--- config.mk ---
export PLATFORM = sky130hd
export DESIGN_NAME = pvcm_opq
export DESIGN_NICKNAME = d
export VERILOG_FILES = /design/src/rtl/pvcm_pkg.sv /design/src/rtl/pvcm_opq.sv
export SDC_FILE = /design/constraint.sdc
export NUM_CORES = 1
export LEC_CHECK = 0
export ABC_AREA = 1
export BUFFER_PORTS_ARGS = -buffer_cell sky130_fd_sc_hd__buf_4
export CORE_MARGIN = 5
export CORE_UTILIZATION = 35
export CTS_BUF_LIST = sky130_fd_sc_hd__clkbuf_16
export DETAILED_ROUTE_END_ITERATION = 10
export PLACE_DENSITY = 0.66
export SLEW_MARGIN = 20
export SYNTH_ARGS = -nofsm -noshare
export SYNTH_HDL_FRONTEND = slang
export SYNTH_SLANG_ARGS = --single-unit
--- constraint.sdc ---
create_clock -name clk -period 9.5 [get_ports clk]
set_clock_uncertainty 0.2 [all_clocks]
set_input_delay 0.475 -clock clk [delete_from_list [all_inputs] [get_ports clk]]
set_output_delay 0.475 -clock clk [all_outputs]
set_load 0.05 [all_outputs]
--- src/rtl/pvcm_pkg.sv ---
package pvcm_pkg;

  localparam int WORD_W = 32;

  localparam logic [1:0] MODE_A    = 2'd0;
  localparam logic [1:0] MODE_B    = 2'd1;
  localparam logic [1:0] MODE_TICK = 2'd2;

  typedef enum logic [1:0] {
    SRC_A    = 2'd0,
    SRC_B    = 2'd1,
    SRC_LAST = 2'd2
  } src_t;

  typedef enum logic [1:0] {
    OP_PUSH_A = 2'd0,
    OP_PUSH_B = 2'd1,
    OP_TICK   = 2'd2
  } op_kind_t;

  typedef struct packed {
    logic [WORD_W-1:0] linear_x;
    logic [WORD_W-1:0] linear_y;
    logic [WORD_W-1:0] linear_z;
    logic [WORD_W-1:0] angular_x;
    logic [WORD_W-1:0] angular_y;
    logic [WORD_W-1:0] angular_z;
  } cmd_t;

  typedef struct packed {
    op_kind_t kind;
    cmd_t     cmd;
  } op_t;

  typedef struct packed {
    logic push;
    logic pop;
    logic flush;
  } qctl_t;

  typedef struct packed {
    logic empty;
    logic full;
  } qstat_t;

  typedef enum logic {
    BK_IDLE = 1'b0,
    BK_LOAD = 1'b1
  } back_state_t;

endpackage

--- src/rtl/pvcm_opq.sv ---
module pvcm_opq (
  input  logic          clk,
  input  logic          rst_n,
  input  logic          push,
  input  pvcm_pkg::op_t push_op,
  output logic          full,
  input  logic          pop,
  output logic          op_valid,
  output pvcm_pkg::op_t op
);
  import pvcm_pkg::*;

  op_t        ent_r [2];
  logic       wr_ptr_r, wr_ptr_nxt;
  logic       rd_ptr_r, rd_ptr_nxt;
  logic [1:0] cnt_r, cnt_nxt;
  logic       do_push, do_pop;

  assign full     = (cnt_r == 2'd2);
  assign op_valid = (cnt_r != 2'd0);
  assign op       = ent_r[rd_ptr_r];
  assign do_push  = push & ~full;
  assign do_pop   = pop & op_valid;

  always_comb begin
    wr_ptr_nxt = do_push ? ~wr_ptr_r : wr_ptr_r;
    rd_ptr_nxt = do_pop ? ~rd_ptr_r : rd_ptr_r;
    cnt_nxt    = cnt_r;
    if (do_push && !do_pop) begin
      cnt_nxt = cnt_r + 2'd1;
    end else if (do_pop && !do_push) begin
      cnt_nxt = cnt_r - 2'd1;
    end
  end

  always_ff @(posedge clk) begin
    if (!rst_n) begin
      wr_ptr_r <= 1'b0;
      rd_ptr_r <= 1'b0;
      cnt_r    <= 2'd0;
    end else begin
      wr_ptr_r <= wr_ptr_nxt;
      rd_ptr_r <= rd_ptr_nxt;
      cnt_r    <= cnt_nxt;
    end
  end

  always_ff @(posedge clk) begin
    if (do_push) begin
      ent_r[wr_ptr_r] <= push_op;
    end
  end

endmodule

==> flow_summary.toml <==
[synthesis]
yosysWarnings = 0
synth_area_leaders = "edfxtp_1 (78%), mux2_4 (16%), mux2_2 (2.6%)"
yosys.area.top_type_share = 0.781
synth_area_um2 = 14900
syn_inst = 641
ys_seq_area_frac = 0.788
ys_types = 16
yosysTopAreaCell = "edfxtp_1"
avgSynthCellArea_um2 = 23.3
synth_nets = 840
synth-seq-cells = 393

[global_routing]
overflow = 0
grt_antenna_before_repair = 3
grt_pass1_wl_mm = 52.1
grt_usage = 0.142
grt_max_degree = 72
grt_pass1_vias = 9124

[clock_network]
clk_pin_slew_ns = 0.06
ctsResizeCount = 0
clockBufferDepth = 3
cts_tree = "built"
clock_sinks = 393
htreeDepth = 2
clockRootBuffer = "clkbuf_16"
cts_made_buffers = 42
clk_latency_ns = 0.54

[worst_setup_path]
crit_family = "buffers and inverters"
path_cells = "buf_4 -> buf_4 -> mux2_2 -> buf_4"
required_ns = 8.83
reg2reg_depth = 5
startpoint_type = "flip-flop"
cp_slowest_cell = "dfxtp_4"
crit_buf_inv = 3
cp_max_fo = 48
cp_common_cell = "buf_4"
r2r_setup_slack_ns = 6.06
cp.depth = 4
path_class = "flip-flop to primary output"
cp.arrival_ns = 3.62
r2r_start = "cnt_r[1]"
reg2reg_to = "ent_r[0][107]"
max_stage_delay_ns = 0.87
endpoint_kind = "primary output"

[hold_path]
min_from = "pop"
whs_path_depth = 4
worstHoldPathType = "primary input to flip-flop"
hold_end = "rd_ptr_r"

[floorplan]
dieArea_um2 = 46800
die_w_um = 216
initial_utilization = 0.355
core_um2 = 42000
io-pin-count = 394
rows = 75
die_h_um = 216

[place]
place_area_um2 = 18400
portBuffers = 393
hpwl_mm = 22.7
place_congestion = 0.742

[power]
vdd_ir_drop_max_v = 0.000195
pwr-share-comb = 0.353
swShare = 0.344
seqPwrFrac = 0.378
p_int_w = 0.00397
p_clk_frac = 0.269
powerDensity_nw_per_um2 = 278
p_sw_w = 0.00208
total_leakage_power_nw = 8.52

[route]
drcViolationCount = 0
num_vias = 8196
via_per_inst = 4.47
drt_iter0_drc = 427
wl_mm = 34.6
ant_nets = 0
wl_per_cell_um = 18.9
firstDrtPassIters = 4

[layout]
syn2layout_area_growth_pct = 45.9
nFillCells = 3299
finish.utilization = 0.517
nNetsFinal = 1459
drive_gt1_frac = 0.510
fin_area_um2 = 21700

[sta]
slew_violations = 0
setup_viol = 0
max-slew-margin-rel = 0.248
fin_setup_tns_ns = 0
grt_setup_unrepaired = "false"
min_period_over_period = 0.453
layout_min_cycle_time_ns = 4.30
timing.fmax_mhz = 233
hold_slack_ns = 0.132
finalHoldViolCount = 0
worstMarginPinSlew_ns = 1.13

[flow_run]
maxCapViolCount = 0

[run_status]
outcome = "completed"
-- worst min-delay path, cell delays in order --
cell and delay, ns:
buf_4 0.08, o21a_1 0.14, nor2_1 0.06, nor2_1 0.08
-- power groups by stage --
stage | registers (W) | clock network, W | logic (W)
after floorplan | 0.00235 | 0 | 0.00156
after global placement | 0.00232 | 0 | 0.00207
after detailed placement | 0.00232 | 0 | 0.00208
after CTS | 0.00229 | 0.00168 | 0.00215
after global routing | 0.00231 | 0.00175 | 0.00222
final | 0.00229 | 0.00163 | 0.00214
-- synth_stat cells --
| master | count |
|---|---|
| nor2_1 | 9 |
| nand3_1 | 1 |
| buf_6 | 18 |
| mux2_4 | 160 |
| mux2_2 | 34 |
| nand4_1 | 1 |
| buf_8 | 1 |
| ha_1 | 1 |
| a21oi_1 | 1 |
| dfxtp_1 | 5 |
| buf_2 | 3 |
| o21ai_0 | 3 |
| inv_1 | 8 |
| edfxtp_1 | 388 |
| nand2_1 | 7 |
| o21a_1 | 1 |
-- timing repair --
item,CTS,global route
hold endpoints to repair,393,0
hold buffers,195,0
setup buffers,0,0
-- placed cells by master (no fill, tap or decap), drive strengths merged, types with 3 or more instances in the layout --
cell and n:
mux2 194, buf 402, nor2 9, clkinv 15, nand2 7, inv 20
o21ai 3, clkbuf 45, edfxtp 388, diode 3, dlygate4sd3 195, bufinv 5
dfxtp 5
-- state kept, by name, summed over array words and instances (netlist names), named ones only --
signal / flops
ent_r: 388
cnt_r: 2
rd_ptr_r: 1
wr_ptr_r: 1
-- worst max-delay path by stage --
| stage | from | endpoint | slack [ns] |
|---|---|---|---|
| 3_5_place_dp | flip-flop | op[186] | 5.69 |
| 5_1_grt | flip-flop | op[186] | 4.97 |
| 3_3_place_gp | flip-flop | op[186] | 5.75 |
| 2_1_floorplan | push | ent_r[0][0] | -0.12 |
| 4_1_cts | flip-flop | op[186] | 5.08 |
| 6_report | flip-flop | op[186] | 5.20 |
-- cell type report --
type                            count  area [um2]  share of cell area
Sequential cell                   393       11800               0.541
Tap cell                          539         674              0.0310
Antenna cell                        3        7.51            0.000345
Inverter                            8        30.0             0.00138
Clock inverter                     32         273              0.0125
Multi-Input combinational cell    218        2910               0.134
Clock buffer                       45        1130              0.0518
Timing Repair Buffer              597        4970               0.229
-- logic make-up (layout without fill, tap and decap cells) --
kind of cell | Yosys count | after routing | synth area share
AO/OA/AOI/OAI | 5 | 5 | 0.00185
buffers and inverters | 30 | 682 | 0.0176
other | 0 | 3 | 0
multiplexers | 194 | 194 | 0.187
AND/OR/NAND/NOR | 18 | 18 | 0.00478
flip-flops | 393 | 393 | 0.788
adder cells (fa/ha/maj) | 1 | 1 | 0.000839
-- stage by stage --
| step | std cells | setup slack (ns) | total power, W |
|---|---|---|---|
| finish | 1835 | 5.20 | 0.00605 |
| global route | 1834 | 4.97 | 0.00628 |
| CTS | 1832 | 5.08 | 0.00612 |
| floorplan | 641 | -0.125 | 0.00392 |
| detailed placement | 1560 | 5.69 | 0.00440 |
| global placement | 1560 | 5.75 | 0.00438 |
-- layer usage --
metal / share of wire / vias up / track usage
li1: - / 3781 / -
met1: 0.39 / 4056 / 0.168
met2: 0.51 / 300 / 0.246
met3: 0.071 / 59 / 0.0434
met4: 0.030 / 0 / 0.0543
met5: 0 / - / 0
No activity file was read; power rests on OpenSTA's default activity.
